## src/design/rebe_pkg.sv

```systemverilog
// shared types and constants for the rotary encoder button event decoder
`timescale 1ns / 1ps

package rebe_pkg;

  // event codes carried on the result channel
  typedef enum logic [2:0] {
    EV_NONE    = 3'd0,
    EV_DEC     = 3'd1,
    EV_INC     = 3'd2,
    EV_PUSH    = 3'd3,
    EV_RELEASE = 3'd4,
    EV_LONG    = 3'd5
  } event_e;

  localparam int unsigned ThreshWidth      = 16;
  localparam int unsigned TimerWidthDefault = 16;

  localparam logic [ThreshWidth-1:0] ThreshReset = 16'd1000;

  // pin vector order: bit 0 clock, bit 1 data, bit 2 switch
  localparam logic [2:0] PinsReset = 3'b001;

endpackage

```

## src/design/rotary_encoder_button_events_core.sv

```systemverilog
// rotary encoder and push button event decoder, top level
`timescale 1ns / 1ps

// channel   | direction | handshake                | payload
// ----------+-----------+--------------------------+------------------------------------------
// in        | input     | in_valid_i / in_stall_o   | clk_level_i dat_level_i sw_level_i tick_i
// out       | output    | out_valid_o / out_stall_i | event_res_o
// cfg       | input     | cfg_valid_i / cfg_ready_o | cfg_long_press_threshold_i
//
// one beat in, one beat out; the event is registered into the output register as the input beat is
// taken, and a new input beat can be taken every cycle while in_stall_o is low
// the decode is one pass of edge compare, timer increment and threshold compare
// in_stall_o rises only while the output register holds a beat that is itself stalled
// reset (rst_ni low, asynchronous) clears the pin history to clock high, the timer and
// the long-press wait flag, and loads the threshold with 1000
// cfg_ready_o is always high; the threshold is meant to be written while idle

module rotary_encoder_button_events_core #(
  parameter int unsigned TIMER_WIDTH = rebe_pkg::TimerWidthDefault
) (
  input  logic                               clk_i,
  input  logic                               rst_ni,
  // input channel
  input  logic                               in_valid_i,
  output logic                               in_stall_o,
  input  logic                               clk_level_i,
  input  logic                               dat_level_i,
  input  logic                               sw_level_i,
  input  logic                               tick_i,
  // result channel
  output logic                               out_valid_o,
  input  logic                               out_stall_i,
  output logic [2:0]                         event_res_o,
  // threshold write channel
  input  logic                               cfg_valid_i,
  output logic                               cfg_ready_o,
  input  logic [rebe_pkg::ThreshWidth-1:0]   cfg_long_press_threshold_i
);

  import rebe_pkg::*;

  // compare width covers both the timer and the 16-bit threshold
  localparam int unsigned CmpWidth = (TIMER_WIDTH > ThreshWidth) ? TIMER_WIDTH : ThreshWidth;

  // state
  logic [2:0]             pins_q, pins_d;
  logic                   long_wait_q, long_wait_d;
  logic [TIMER_WIDTH-1:0] timer_q, timer_d;
  logic [ThreshWidth-1:0] thresh_q;

  // output register
  logic                   out_valid_q, out_valid_d;
  event_e                 event_q, event_d;

  logic                   in_acc;
  logic [2:0]             pins;
  logic                   same_cd;
  logic                   push;
  logic                   steady_pressed;
  logic                   long_hit;
  logic [TIMER_WIDTH-1:0] timer_tick;
  logic [TIMER_WIDTH-1:0] timer_mid;

  // handshakes
  assign in_stall_o  = out_valid_q & out_stall_i;
  assign in_acc      = in_valid_i & ~in_stall_o;
  assign cfg_ready_o = 1'b1;

  assign out_valid_o = out_valid_q;
  assign event_res_o = event_q;

  assign pins = {sw_level_i, dat_level_i, clk_level_i};

  // clock and data unchanged since the previous beat
  assign same_cd = (pins[1:0] == pins_q[1:0]);
  // falling switch with the encoder at rest
  assign push    = same_cd & pins_q[2] & ~sw_level_i;

  // millisecond timer, advanced by tick_i on taken beats, cleared on a push or a long press, saturating at all ones
  assign timer_tick = (tick_i && (timer_q != '1)) ? timer_q + TIMER_WIDTH'(1) : timer_q;
  assign timer_mid  = push ? '0 : timer_tick;

  // switch held down with clock equal to data
  assign steady_pressed = ~sw_level_i & (clk_level_i == dat_level_i);
  assign long_hit = steady_pressed & ~long_wait_q &
                    (CmpWidth'(timer_mid) >= CmpWidth'(thresh_q));

  // event decode, later checks override earlier ones
  always_comb begin
    event_d     = EV_NONE;
    long_wait_d = long_wait_q;
    timer_d     = timer_mid;
    pins_d      = pins;

    // rotation step on any clock pin change
    if (pins_q[0] != clk_level_i) begin
      event_d = (dat_level_i == clk_level_i) ? EV_INC : EV_DEC;
    end

    if (push) begin
      event_d = EV_PUSH;
    end else if (same_cd && !pins_q[2] && sw_level_i) begin
      // a release right after a long push is swallowed
      if (long_wait_q) begin
        long_wait_d = 1'b0;
      end else begin
        event_d = EV_RELEASE;
      end
    end

    if (long_hit) begin
      event_d     = EV_LONG;
      long_wait_d = 1'b1;
      timer_d     = '0;
    end
  end

  // output register fills on an input beat and drains when not stalled
  assign out_valid_d = in_acc | (out_valid_q & out_stall_i);

  always_ff @(posedge clk_i or negedge rst_ni) begin
    if (!rst_ni) begin
      pins_q      <= PinsReset;
      long_wait_q <= 1'b0;
      timer_q     <= '0;
      thresh_q    <= ThreshReset;
      out_valid_q <= 1'b0;
    end else begin
      out_valid_q <= out_valid_d;
      if (in_acc) begin
        pins_q      <= pins_d;
        long_wait_q <= long_wait_d;
        timer_q     <= timer_d;
      end
      if (cfg_valid_i && cfg_ready_o) begin
        thresh_q <= cfg_long_press_threshold_i;
      end
    end
  end

  // payload register, no reset needed
  always_ff @(posedge clk_i) begin
    if (in_acc) begin
      event_q <= event_d;
    end
  end

endmodule

```

## config.mk

```make
export PLATFORM = sky130hd
export DESIGN_NAME = rotary_encoder_button_events_core
export DESIGN_NICKNAME = d
export VERILOG_FILES = /design/src/design/rebe_pkg.sv /design/src/design/rotary_encoder_button_events_core.sv
export SDC_FILE = /design/constraint.sdc
export NUM_CORES = 1
export LEC_CHECK = 0
export ABC_CLOCK_PERIOD_IN_PS = 6500
export BUFFER_PORTS_ARGS = -buffer_cell sky130_fd_sc_hd__buf_4
export CAP_MARGIN = 20
export CORE_UTILIZATION = 30
export CTS_CLUSTER_DIAMETER = 120
export CTS_CLUSTER_SIZE = 20
export DETAILED_ROUTE_END_ITERATION = 6
export PLACE_DENSITY = 0.5
export SLEW_MARGIN = 40
export SYNTH_ARGS = -nofsm -noshare
export SYNTH_HDL_FRONTEND = slang
export SYNTH_SLANG_ARGS = --single-unit
```

## constraint.sdc

```tcl
create_clock -name clk_i -period 6.5 [get_ports clk_i]
set_clock_uncertainty 0.2 [all_clocks]
set_input_delay 0.325 -clock clk_i [delete_from_list [all_inputs] [get_ports clk_i]]
set_output_delay 0.325 -clock clk_i [all_outputs]
set_load 0.01 [all_outputs]
```

==> impl_metrics.toml <==
[routing]
first_iter_violations = 98
wl_per_cell_um = 13.13
first_pass_iters = 4
postRouteAntennaNets = 0
vias = 2024
viasPerCell = 4.925
drc = 0
routed_wirelength_mm = 5.395

[clocking]
clockBufferDepth = 2
cts_buffers = 5
post-cts-setup-buffers = 0
cts_tree = "built"
ctsHoldBuffers = 1
clk_latency_ps = 300
cts.reportedPaths.clkPinSlew_ps = 90
clock_sinks = 40
cts-root-buf = "clkbuf_8"
cts_repair_resize_count = 0
cts_max_level = 2

[floorplanning]
ios = 31
die_y_um = 93.92
chipWidth_um = 93.92
die_area_mm2 = 0.008821
start_util_pct = 30.85
core_mm2 = 0.008217
rows = 33

[sta]
drv_slew = 0
rsz0062_at_grt = "no"
setup-violations-final = 0
min_period_ps = 4141
setup_tns_ps = 0
finalHoldViolCount = 0
post-route-period-util_pct = 63.71
slew_headroom_pct = 57.48
holdWs_ps = 24.67
fmax_ghz = 0.2415
setup_slack_ps = 2359
worstMarginPinSlew_ps = 621.7

[final_layout]
final_cell_area_mm2 = 0.002973
antenna_cells = 0
num-nets-final = 347
fin_util_pct = 36.18
area_delta_synth_final_pct = 17.28
drive_above_1_share_pct = 19.93
stdcell_count = 411

[placement]
io_buffers = 29
hpwl_mm = 3.954
dp_worst_setup_slack_ps = 2298
routabilityCongestion = 0.8083
dp_cells = 402
place_area_mm2 = 0.002855

[critical_path]
path_cells = "ha_1 > nand4_1 > a311oi_1 > nand2_1 > nor2_1 > xnor2_1 > nor2_1 > ha_1 > a21oi_1 > nand2_1 > a2111oi_0 > o22ai_1 > buf_4 > nor3_1 > a221o_1"
critPathArrivalTime_ps = 4170
startpoint = "timer_q[0]"
endpoint_kind = "flip-flop"
slowest_delay_ps = 610
regToRegStartpoint = "timer_q[0]"
required_ps = 6530
startpoint_type = "flip-flop"
crit_fanout = 20
crit_buf_inv = 1
crit_path_top_delay_cell = "a2111oi_0"
path_class = "flip-flop to flip-flop"
cpLargestDelayFamily = "compound AO/OA/AOI/OAI gates"

[grt]
grt_max_degree = 38
grtUsageTotal_pct = 13.23
overflow = 0
grt_pass1_vias = 1941
antenna_found_initial = 0
grt_pass1_wl_mm = 9.032

[pwr]
finalPower_mw = 0.6510
p_clk_share_pct = 31.5
leakage_nw = 1.343
vdd_drop_max_mv = 0.08377
p_per_area_mw_per_mm2 = 219.0
internal_power_mw = 0.4591
p_sw_share_pct = 29.47
p_comb_share_pct = 22.1
p_switching_mw = 0.1918
sequentialPowerShare_pct = 46.4

[yosys]
synthArstFlopShare_pct = 92.50
synth_edf_count = 3
syn_nets = 320
synthCells = 278
avgSynthCellArea_um2 = 9.118
ys_ff_latch = 40
synth_ff_type = "dfrtp_1"
synth.distinct_cells = 51
ys_seq_area_share_pct = 40.42
syn-cell-area_mm2 = 0.002535
ys_warn_count = 0

[job]
maxCapViolations = 0

[worst_hold_path]
hold_start = "cfg_long_press_threshold_i[14]"
min_path_type = "input port to flip-flop"

[run_status]
status = "finished clean"
state kept, by name, indices dropped and copies added, names as in the netlist:
| signal | count |
|---|---|
| long_wait_q | 1 |
| thresh_q | 16 |
| timer_q | 16 |
| event_res_o | 3 |
| pins_q | 3 |
| out_valid_o | 1 |
metal layers:
| metal | global-route usage, % | up-vias | share of wire [%] |
|---|---|---|---|
| met1 | 16.99 | 959 | 48 |
| met2 | 21.90 | 27 | 47 |
| met4 | 5.000 | 0 | 2.0 |
| met5 | 0 | - | 0 |
| met3 | 2.508 | 8 | 3.1 |
| li1 | - | 1030 | - |
worst paths after layout:
check | to | slack, ps | cells after the start
max reg2reg | timer_q[15] | 2360 | 15
min in group asynchronous | pins_q[2] | 340 | 2
min reg2reg | thresh_q[7] | 320 | 2
min | thresh_q[14] | 20 | 3
max in group asynchronous | pins_q[0] | 5390 | 2
max | timer_q[15] | 2360 | 15
Yosys cell counts (2+ instances only):
library cell   n  area, um^2
a211oi_2       2       25.02
o41ai_1        6       52.55
and4_1         2       17.52
or3_1          3       18.77
o21ai_0       20       100.1
nand2_1       37       138.9
and3_1         3       18.77
and4_4         2       22.52
o31ai_1        4       30.03
buf_2          2       10.01
inv_1         18       67.56
a21o_1         2       15.01
edfxtp_1       3       90.09
buf_4          2       15.01
clkbuf_1       7       26.28
mux2_2         4       45.04
nor2b_1        3       18.77
xnor2_1        7       61.31
a22o_1         5       43.79
a211oi_1       6       45.04
nor3_1         4       20.02
nor2_1        30       112.6
dfstp_2        7       183.9
nand3_1       11       55.05
nand4_1        5       31.28
dfrtp_1       30       750.7
ha_1          17       212.7
xor2_1         9       78.83
nand2b_1       4       25.02
or2_2          2       12.51
layout by cell type (no fill, tap or decap), types with 7 or more instances in the layout:
cell,instances
nand2_1,37
buf_4,32
nor2_1,30
dfrtp_1,30
o21ai_0,20
inv_1,18
ha_1,17
nand3_1,11
xor2_1,9
xnor2_1,7
dfstp_2,7
worst register-to-register path: stages, from the launching register on:
cell and delay (ps):
dfrtp_1 410, ha_1 250, nand4_1 110, a311oi_1 520
nand2_1 110, nor2_1 210, xnor2_1 160, nor2_1 60
ha_1 320, a21oi_1 140, nand2_1 70, a2111oi_0 610
o22ai_1 150, buf_4 230, nor3_1 330, a221o_1 210
power by group through the flow:
stage	Sequential [mW]	Combinational, mW	Clock, mW
after CTS	0.302	0.147	0.212
after global placement	0.307	0.143	0
after detailed placement	0.307	0.146	0
final	0.302	0.144	0.205
after floorplan	0.303	0.0977	0
after global routing	0.306	0.167	0.220
area by class of cell:
| class | count | area (um^2) |
|---|---|---|
| Timing Repair Buffer | 33 | 250.2 |
| Multi-Input combinational cell | 207 | 1391 |
| Sequential cell | 40 | 1025 |
| Clock inverter | 2 | 35.03 |
| Clock buffer | 6 | 72.57 |
| Fill cell | 835 | 5244 |
| Tap cell | 105 | 131.4 |
| Inverter | 18 | 67.56 |
cells by family (layout without fill, tap and decap cells):
family / after synthesis / in the layout / synth area share, %
adder cells (fa/ha/maj): 17 / 17 / 8.391
buffers and inverters: 31 / 59 / 5.034
XOR/XNOR: 16 / 16 / 5.528
multiplexers: 5 / 5 / 2.172
AND/OR/NAND/NOR: 111 / 111 / 21.57
other: 1 / 1 / 0.1479
flip-flops: 40 / 40 / 40.42
AO/OA/AOI/OAI: 57 / 57 / 16.73
No activity file was read; power rests on OpenSTA's default activity.
